[config.mk]
export PLATFORM = sky130hd
export DESIGN_NAME = length_prefixed_deframer_core
export DESIGN_NICKNAME = d
export VERILOG_FILES = /design/src/hdl/lpd_pkg.sv /design/src/hdl/lpd_front.sv /design/src/hdl/lpd_queue.sv /design/src/hdl/lpd_back.sv /design/src/hdl/length_prefixed_deframer_core.sv
export SDC_FILE = /design/constraint.sdc
export NUM_CORES = 1
export LEC_CHECK = 0
export BUFFER_PORTS_ARGS = -buffer_cell sky130_fd_sc_hd__buf_2
export CORE_UTILIZATION = 61
export CTS_CLUSTER_DIAMETER = 50
export CTS_CLUSTER_SIZE = 10
export DETAILED_ROUTE_END_ITERATION = 12
export PLACE_DENSITY = 0.79
export RECOVER_POWER = 100
export SLEW_MARGIN = 30
export SYNTH_ARGS = -nofsm -noshare
export SYNTH_HDL_FRONTEND = slang
export SYNTH_SLANG_ARGS = --single-unit
[constraint.sdc]
create_clock -name clk -period 6.89 [get_ports clk]
set_clock_uncertainty 0.1 [all_clocks]
set_input_delay 0.689 -clock clk [delete_from_list [all_inputs] [get_ports clk]]
set_output_delay 0.689 -clock clk [all_outputs]
set_load 0.02 [all_outputs]
[src/hdl/lpd_pkg.sv]
// Shared types and constants for the length-prefixed deframer.
// Used by every module under hdl/; no dependencies.
`default_nettype none

package lpd_pkg;

	localparam int LPD_HDR_BYTES   = 8;
	localparam int LPD_POS_W       = 33;
	localparam int LPD_QUEUE_DEPTH = 4;
	localparam int LPD_TDATA_W     = 32;
	localparam int LPD_TUSER_W     = 2;

	typedef enum logic [1:0] {
		LPD_ST_OK       = 2'd0,
		LPD_ST_SHORT    = 2'd1,
		LPD_ST_MISMATCH = 2'd2
	} lpd_status_t;

	// one classified byte, as queued between front and back
	typedef struct packed {
		logic [7:0]  body_byte;
		logic        body_valid;
		logic        section;
		logic [15:0] type_code;
		logic        frame_done;
		lpd_status_t status;
	} lpd_item_t;

	// queue handshake toward either side
	typedef struct packed {
		logic full;
		logic empty;
	} lpd_qstat_t;

endpackage

`default_nettype wire

[src/hdl/lpd_front.sv]
// Front part: accepts frame bytes, captures the header and classifies each byte.
// Depends on lpd_pkg; pushes one lpd_item_t per transfer into the queue.
`default_nettype none

module lpd_front import lpd_pkg::*; (
	input  wire logic       clk,
	input  wire logic       arst_n,
	input  wire logic       s_tvalid,
	output logic            s_tready,
	input  wire logic [7:0] s_tdata,    // [7:0] data_byte
	input  wire logic       s_tlast,    // last_byte
	input  wire lpd_qstat_t qstat,
	output logic            push,
	output lpd_item_t       push_item
);

	localparam logic [LPD_POS_W-1:0] POS_MAX = {LPD_POS_W{1'b1}};
	localparam logic [LPD_POS_W:0]   HDR_W1  = (LPD_POS_W+1)'(LPD_HDR_BYTES);
	localparam logic [LPD_POS_W-1:0] HDR_W   = LPD_POS_W'(LPD_HDR_BYTES);

	logic [LPD_POS_W-1:0] pos_q;
	logic [15:0]          type_q;
	logic [15:0]          idlen_q;
	logic [31:0]          pllen_q;

	logic [15:0]          type_n;
	logic [15:0]          idlen_n;
	logic [31:0]          pllen_n;
	logic [LPD_POS_W-1:0] pos_n;
	logic                 in_hdr;
	logic [LPD_POS_W:0]   total;
	logic [LPD_POS_W:0]   expect_len;
	logic [LPD_POS_W-1:0] id_end;

	assign s_tready = !qstat.full;
	assign push     = s_tvalid && s_tready;

	assign in_hdr = (pos_q[LPD_POS_W-1:3] == '0);

	always_comb begin
		type_n  = type_q;
		idlen_n = idlen_q;
		pllen_n = pllen_q;
		if (in_hdr) begin
			case (pos_q[2:1])
				2'd0:    type_n  = {type_q[7:0], s_tdata};
				2'd1:    idlen_n = {idlen_q[7:0], s_tdata};
				default: pllen_n = {pllen_q[23:0], s_tdata};
			endcase
		end
	end

	assign pos_n      = (pos_q == POS_MAX) ? pos_q : pos_q + 1'b1;
	assign total      = {1'b0, pos_q} + 1'b1;
	assign expect_len = HDR_W1 + (LPD_POS_W+1)'(idlen_n) + (LPD_POS_W+1)'(pllen_n);
	assign id_end     = LPD_POS_W'(idlen_q) + HDR_W;

	always_comb begin
		push_item            = '0;
		push_item.type_code  = type_n;
		push_item.frame_done = s_tlast;
		push_item.status     = LPD_ST_OK;
		if (!in_hdr) begin
			push_item.body_byte  = s_tdata;
			push_item.body_valid = 1'b1;
			push_item.section    = (pos_q >= id_end);
		end
		if (s_tlast) begin
			if (total < HDR_W1)
				push_item.status = LPD_ST_SHORT;
			else if (total != expect_len)
				push_item.status = LPD_ST_MISMATCH;
		end
	end

	always_ff @(posedge clk or negedge arst_n) begin
		if (!arst_n) begin
			pos_q   <= '0;
			type_q  <= '0;
			idlen_q <= '0;
			pllen_q <= '0;
		end else if (push) begin
			if (s_tlast) begin
				pos_q   <= '0;
				type_q  <= '0;
				idlen_q <= '0;
				pllen_q <= '0;
			end else begin
				pos_q   <= pos_n;
				type_q  <= type_n;
				idlen_q <= idlen_n;
				pllen_q <= pllen_n;
			end
		end
	end

	// every frame restarts from a cleared header
	a_clear_after_last: assert property (@(posedge clk) disable iff (!arst_n)
		push && s_tlast |=> pos_q == '0 && idlen_q == '0 && pllen_q == '0)
		else $error("state not cleared after last byte");

	// a short frame can only end inside the header, before its eighth byte
	a_short_in_hdr: assert property (@(posedge clk) disable iff (!arst_n)
		push && push_item.status == LPD_ST_SHORT |-> in_hdr && pos_q[2:0] != 3'd7)
		else $error("short status outside header");

endmodule

`default_nettype wire

[src/hdl/lpd_queue.sv]
// Short queue of classified bytes between front and back.
// Depends on lpd_pkg for lpd_item_t and lpd_qstat_t.
`default_nettype none

module lpd_queue import lpd_pkg::*; #(
	parameter int DEPTH = LPD_QUEUE_DEPTH
) (
	input  wire logic      clk,
	input  wire logic      arst_n,
	input  wire logic      push,
	input  wire lpd_item_t push_item,
	input  wire logic      pop,
	output lpd_item_t      pop_item,
	output lpd_qstat_t     qstat
);

	localparam int PTR_W = (DEPTH > 1) ? $clog2(DEPTH) : 1;
	localparam int CNT_W = $clog2(DEPTH + 1);
	localparam logic [PTR_W-1:0] PTR_LAST = PTR_W'(DEPTH - 1);
	localparam logic [CNT_W-1:0] CNT_FULL = CNT_W'(DEPTH);

	lpd_item_t        mem_q [DEPTH];
	logic [PTR_W-1:0] wr_ptr_q;
	logic [PTR_W-1:0] rd_ptr_q;
	logic [CNT_W-1:0] count_q;

	assign qstat.full  = (count_q == CNT_FULL);
	assign qstat.empty = (count_q == '0);
	assign pop_item    = mem_q[rd_ptr_q];

	always_ff @(posedge clk) begin
		if (push)
			mem_q[wr_ptr_q] <= push_item;
	end

	always_ff @(posedge clk or negedge arst_n) begin
		if (!arst_n) begin
			wr_ptr_q <= '0;
			rd_ptr_q <= '0;
			count_q  <= '0;
		end else begin
			if (push)
				wr_ptr_q <= (wr_ptr_q == PTR_LAST) ? '0 : wr_ptr_q + 1'b1;
			if (pop)
				rd_ptr_q <= (rd_ptr_q == PTR_LAST) ? '0 : rd_ptr_q + 1'b1;
			case ({push, pop})
				2'b10:   count_q <= count_q + 1'b1;
				2'b01:   count_q <= count_q - 1'b1;
				default: count_q <= count_q;
			endcase
		end
	end

	a_no_overflow: assert property (@(posedge clk) disable iff (!arst_n)
		qstat.full |-> !push)
		else $error("push into full queue");

	a_no_underflow: assert property (@(posedge clk) disable iff (!arst_n)
		qstat.empty |-> !pop)
		else $error("pop from empty queue");

endmodule

`default_nettype wire

[src/hdl/lpd_back.sv]
// Back part: drains the queue into the registered output stream.
// Depends on lpd_pkg; packs lpd_item_t into m_tdata, m_tuser and m_tlast.
`default_nettype none

module lpd_back import lpd_pkg::*; (
	input  wire logic                    clk,
	input  wire logic                    arst_n,
	input  wire lpd_qstat_t              qstat,
	input  wire lpd_item_t               pop_item,
	output logic                         pop,
	output logic                         m_tvalid,
	input  wire logic                    m_tready,
	output logic [LPD_TDATA_W-1:0]       m_tdata,   // [7:0] body_byte, [23:8] type_code,
	                                                // [25:24] status, rest zero
	output logic [LPD_TUSER_W-1:0]       m_tuser,   // [0] body_valid, [1] section
	output logic                         m_tlast    // frame_done
);

	logic      valid_q;
	lpd_item_t out_q;

	assign pop = !qstat.empty && (!valid_q || m_tready);

	always_ff @(posedge clk or negedge arst_n) begin
		if (!arst_n)
			valid_q <= 1'b0;
		else if (!valid_q || m_tready)
			valid_q <= !qstat.empty;
	end

	always_ff @(posedge clk) begin
		if (pop)
			out_q <= pop_item;
	end

	assign m_tvalid = valid_q;
	assign m_tdata  = {(LPD_TDATA_W-26)'(0), out_q.status, out_q.type_code, out_q.body_byte};
	assign m_tuser  = {out_q.section, out_q.body_valid};
	assign m_tlast  = out_q.frame_done;

	// a status other than ok only travels with the last transfer of a frame
	a_status_on_last: assert property (@(posedge clk) disable iff (!arst_n)
		valid_q && out_q.status != LPD_ST_OK |-> out_q.frame_done)
		else $error("error status without frame end");

endmodule

`default_nettype wire

[src/hdl/length_prefixed_deframer_core.sv]
// Length-prefixed frame deframer: one result transfer per input byte.
// An accepted byte goes into the queue, then into the output register behind m_tvalid.
// Throughput: one byte per cycle while the queue is not full; the front classifies
// a byte in the cycle it is taken.
// s_tready drops only when the queue is full under output backpressure.
// Reset (arst_n low, asynchronous): header state, queue and output valid cleared.
// Depends on lpd_pkg, lpd_front, lpd_queue, lpd_back.
`default_nettype none

module length_prefixed_deframer_core import lpd_pkg::*; #(
	parameter int QUEUE_DEPTH = LPD_QUEUE_DEPTH
) (
	input  wire logic                    clk,
	input  wire logic                    arst_n,
	input  wire logic                    s_tvalid,
	output logic                         s_tready,
	input  wire logic [7:0]              s_tdata,   // [7:0] data_byte
	input  wire logic                    s_tlast,   // last_byte
	output logic                         m_tvalid,
	input  wire logic                    m_tready,
	output logic [LPD_TDATA_W-1:0]       m_tdata,   // [7:0] body_byte, [23:8] type_code,
	                                                // [25:24] status, rest zero
	output logic [LPD_TUSER_W-1:0]       m_tuser,   // [0] body_valid, [1] section
	output logic                         m_tlast    // frame_done
);

	lpd_qstat_t qstat;
	logic       push;
	logic       pop;
	lpd_item_t  push_item;
	lpd_item_t  pop_item;

	lpd_front u_front (
		.clk       (clk),
		.arst_n    (arst_n),
		.s_tvalid  (s_tvalid),
		.s_tready  (s_tready),
		.s_tdata   (s_tdata),
		.s_tlast   (s_tlast),
		.qstat     (qstat),
		.push      (push),
		.push_item (push_item)
	);

	lpd_queue #(
		.DEPTH (QUEUE_DEPTH)
	) u_queue (
		.clk       (clk),
		.arst_n    (arst_n),
		.push      (push),
		.push_item (push_item),
		.pop       (pop),
		.pop_item  (pop_item),
		.qstat     (qstat)
	);

	lpd_back u_back (
		.clk      (clk),
		.arst_n   (arst_n),
		.qstat    (qstat),
		.pop_item (pop_item),
		.pop      (pop),
		.m_tvalid (m_tvalid),
		.m_tready (m_tready),
		.m_tdata  (m_tdata),
		.m_tuser  (m_tuser),
		.m_tlast  (m_tlast)
	);

endmodule

`default_nettype wire

==> out/metrics.csv <==
metric,value,unit
pin_count,50,
net-switching-power,2.01,mW
share_of_total_power_in_combinational_logic,0.307,
placement_rows,55,
dr_total_vias,10200,
synth.yosys.seq_area_share,0.498,
period_needed,6.28,ns
fmax,0.159,GHz
post_route_cells_drive_above_1_share,0.0957,
first_iter_violations,842,
cts.clk_slew.worst_paths,0.05,ns
grt.overflow.total,0,
cellInternalPower,3.80,mW
startpoint_class_of_the_critical_path,flip-flop,
synth_warnings,0,
detailedRoute.firstPassIterationCount,5,
io_buffers,43,
max_cap_violations,9,
cts_sinks,250,
worst_ir_drop_vdd,0.000318,V
cts-htree-levels,2,
path_class,flip-flop to flip-flop,
slew_violations,309,
place.detailed.hpwl,23.8,mm
worst_ep_arrival_time,6.39,ns
final.fill_count,1743,
timing.critical_path.fanout_max,19,
synthesis.instances,1272,
worstMarginPinSlew,3.46,ns
clock_latency,0.51,ns
postCtsSetupRepairBufs,0,
synth.lib_cells_used.distinct,82,
clockPowerShare,0.289,
pre_cts_slack,0.899,ns
grt_antenna_before_repair,0,
tritoncts,done,
setup_ws,0.610,ns
rr_endpoint,u_queue.mem_q[0][1],
yosys.area.top_type_share,0.311,
number_of_enable_type_register_cells_in_the_synthesized_netlist,145,
final_hold_viol_count,0,
synth_area_leader_cell,edfxtp_1,
ys_seq_elements,250,
post_cts.resized_instances,0,
cts_root_buffer,clkbuf_16,
synth.top_cells.by_area,"edfxtp_1 31%, dfrtp_1 19%, xnor2_1 4.8%",
dominant_cell_by_count_in_the_synthesized_netlist,nand2_1,
clock_tree.buffer_depth,3,
reg2reg_depth,23,
failing_checks,"max-capacitance violations, max-slew violations",
die_h,154,um
power.density,379,mW/mm^2
drc,0,
cts_buffers,35,
cp-end-kind,flip-flop,
seq_power_share,0.404,
maximum_number_of_pins_on_one_net_before_global_route_repair,64,
route.detailed.wl_per_inst,22.0,um
switching_share,0.346,
die_x,154,um
routed_via_density,6.36,
die_ar,0.0236,sq mm
timing.setup.tns,0,ns
hp-start,m_tready,
synth_async_sr_flop_share,0.420,
post_synth_instance_area,0.0140,sq mm
ctsHoldBuffers,0,
via_count_of_the_first_global_routing_pass,9841,
grt_util_all_layers,0.305,
synthTopCellsByCount,"160 x nand2_1, 145 x edfxtp_1, 105 x dfrtp_1",
setup-violations-final,0,
worst_case_hold_path_end_point,u_back.m_tvalid,
ant_nets,0,
antenna_cells,0,
dominantRegCellSynth,edfxtp_1,
worst_hold_path.num_cells,2,
totalPowerFinal,5.81,mW
initial_utilization,0.621,
coreArea,0.0226,sq mm
p_leak,5.96,nW
area_growth_syn_to_layout,9.42,%
synth.avg_cell_area,11.0,sq um
final_min_period_over_clock_period,0.911,
gp_congestion,0.945,
worst_ep_required_time,7.00,ns
timing.hold.worst.class,input pin to flip-flop,
grt_setup_unrepaired,no,
slew-limit-headroom,-1.31,
timing.rr.start,u_front.pos_q[7],
reg2reg_setup_slack,0.61,ns
count_of_nets_after_finishing,1350,
grt_first_pass_wirelength,55.2,mm
wl,35.3,mm
run_status,finished with violations,
## metrics by stage
step	std cells	hold WS [ns]	cell area, sq um	utilization
global route	1602	0.265	15300	0.679
detailed placement	1538	0.386	14400	0.637
CTS	1601	0.199	15500	0.685
floorplan	1277	0.293	14000	-
finish	1602	0.269	15300	0.679
global placement	1538	0.384	14400	0.637
## flip-flops by register name, indices dropped and copies added (netlist names), 3 cells and up
name,flops
u_queue.mem_q,116
u_front.pos_q,33
u_front.pllen_q,32
u_back.m_tdata,26
u_front.idlen_q,16
u_front.type_q,16
u_queue.count_q,3
## final cells by class
type                    instances  area (sq um)  share of cell area
repair buffers                 67           310              0.0202
well taps                     285           357              0.0233
inverters                      29           109             0.00710
clock buffers                  51           936              0.0611
clock inverters                12           146             0.00955
multi-input cells             908          6490               0.423
flip-flops and latches        250          6980               0.456
## power groups by stage
stage	Clock (mW)	Sequential (mW)	Combinational (mW)
floorplan	0	2.32	1.29
global placement	0	2.33	1.74
detailed placement	0	2.35	1.79
CTS	1.71	2.34	1.82
global route	1.77	2.39	1.92
finish	1.68	2.35	1.78
## layout by cell type (no fill, tap or decap), types with 9 or more instances in the layout
master / n
o31ai_1: 10
nor2_1: 65
a21o_1: 11
dfrtp_1: 105
nor2b_1: 14
edfxtp_1: 145
ha_1: 44
nand4_1: 35
xor2_1: 35
a22o_1: 39
o21ai_0: 83
a31oi_1: 10
nand2_1: 160
nor3_1: 21
mux2_1: 16
buf_2: 11
xnor2_1: 76
clkbuf_16: 35
buf_4: 12
a22oi_1: 21
o22ai_1: 9
inv_1: 29
nand3_1: 38
mux2i_1: 26
clkbuf_1: 60
mux4_2: 29
and3_1: 16
a21oi_1: 36
nor4_1: 16
## routing by layer
metal / vias up / part of all wire / track usage
li1: 4753 / - / -
met4: 0 / 0.033 / 0.114
met3: 85 / 0.070 / 0.0468
met2: 385 / 0.48 / 0.502
met5: - / 0 / 0
met1: 4963 / 0.41 / 0.412
## kinds of logic (layout without fill, tap and decap cells)
family                   count (synthesis)  in the layout  synth area share
adder cells (fa/ha/maj)                 46             46            0.0422
other                                    1              6          0.000268
flip-flops                             250            250             0.498
buffers and inverters                  119            159            0.0383
XOR/XNOR                               112            112            0.0706
multiplexers                            78             78            0.0837
AND/OR/NAND/NOR                        410            410             0.146
AO/OA/AOI/OAI                          256            256             0.121
## worst max-delay path by stage
stage	from	endpoint	depth (start not counted)	slack (ns)
floorplan	u_front.pos_q[7]	u_queue.mem_q[0][1]	23	1.37
global placement	u_front.pos_q[7]	u_queue.mem_q[0][1]	23	1.07
detailed placement	u_front.pos_q[7]	u_queue.mem_q[3][1]	23	0.90
CTS	u_front.pos_q[7]	u_queue.mem_q[0][1]	23	0.88
global route	u_front.pos_q[7]	u_queue.mem_q[0][1]	23	0.21
finish	u_front.pos_q[7]	u_queue.mem_q[0][1]	23	0.61
## worst max-delay path: stages, from the launching register on
cell,delay (ns)
dfrtp_1,0.47
or3_1,0.45
or4_1,0.48
nor3_1,0.18
buf_4,0.24
nand3_2,0.10
buf_4,0.24
mux2i_1,0.18
inv_1,0.09
ha_1,0.25
nand3_1,0.20
nor2_1,0.17
xnor2_1,0.13
mux2i_1,0.13
ha_1,0.39
and3_1,0.25
nor2b_1,0.19
nand4_1,0.16
a22oi_1,0.27
xor2_1,0.12
a2111oi_0,0.47
nand4_1,0.18
nor4_2,0.31
a31oi_1,0.20
Power figures use the tool's default switching activity.
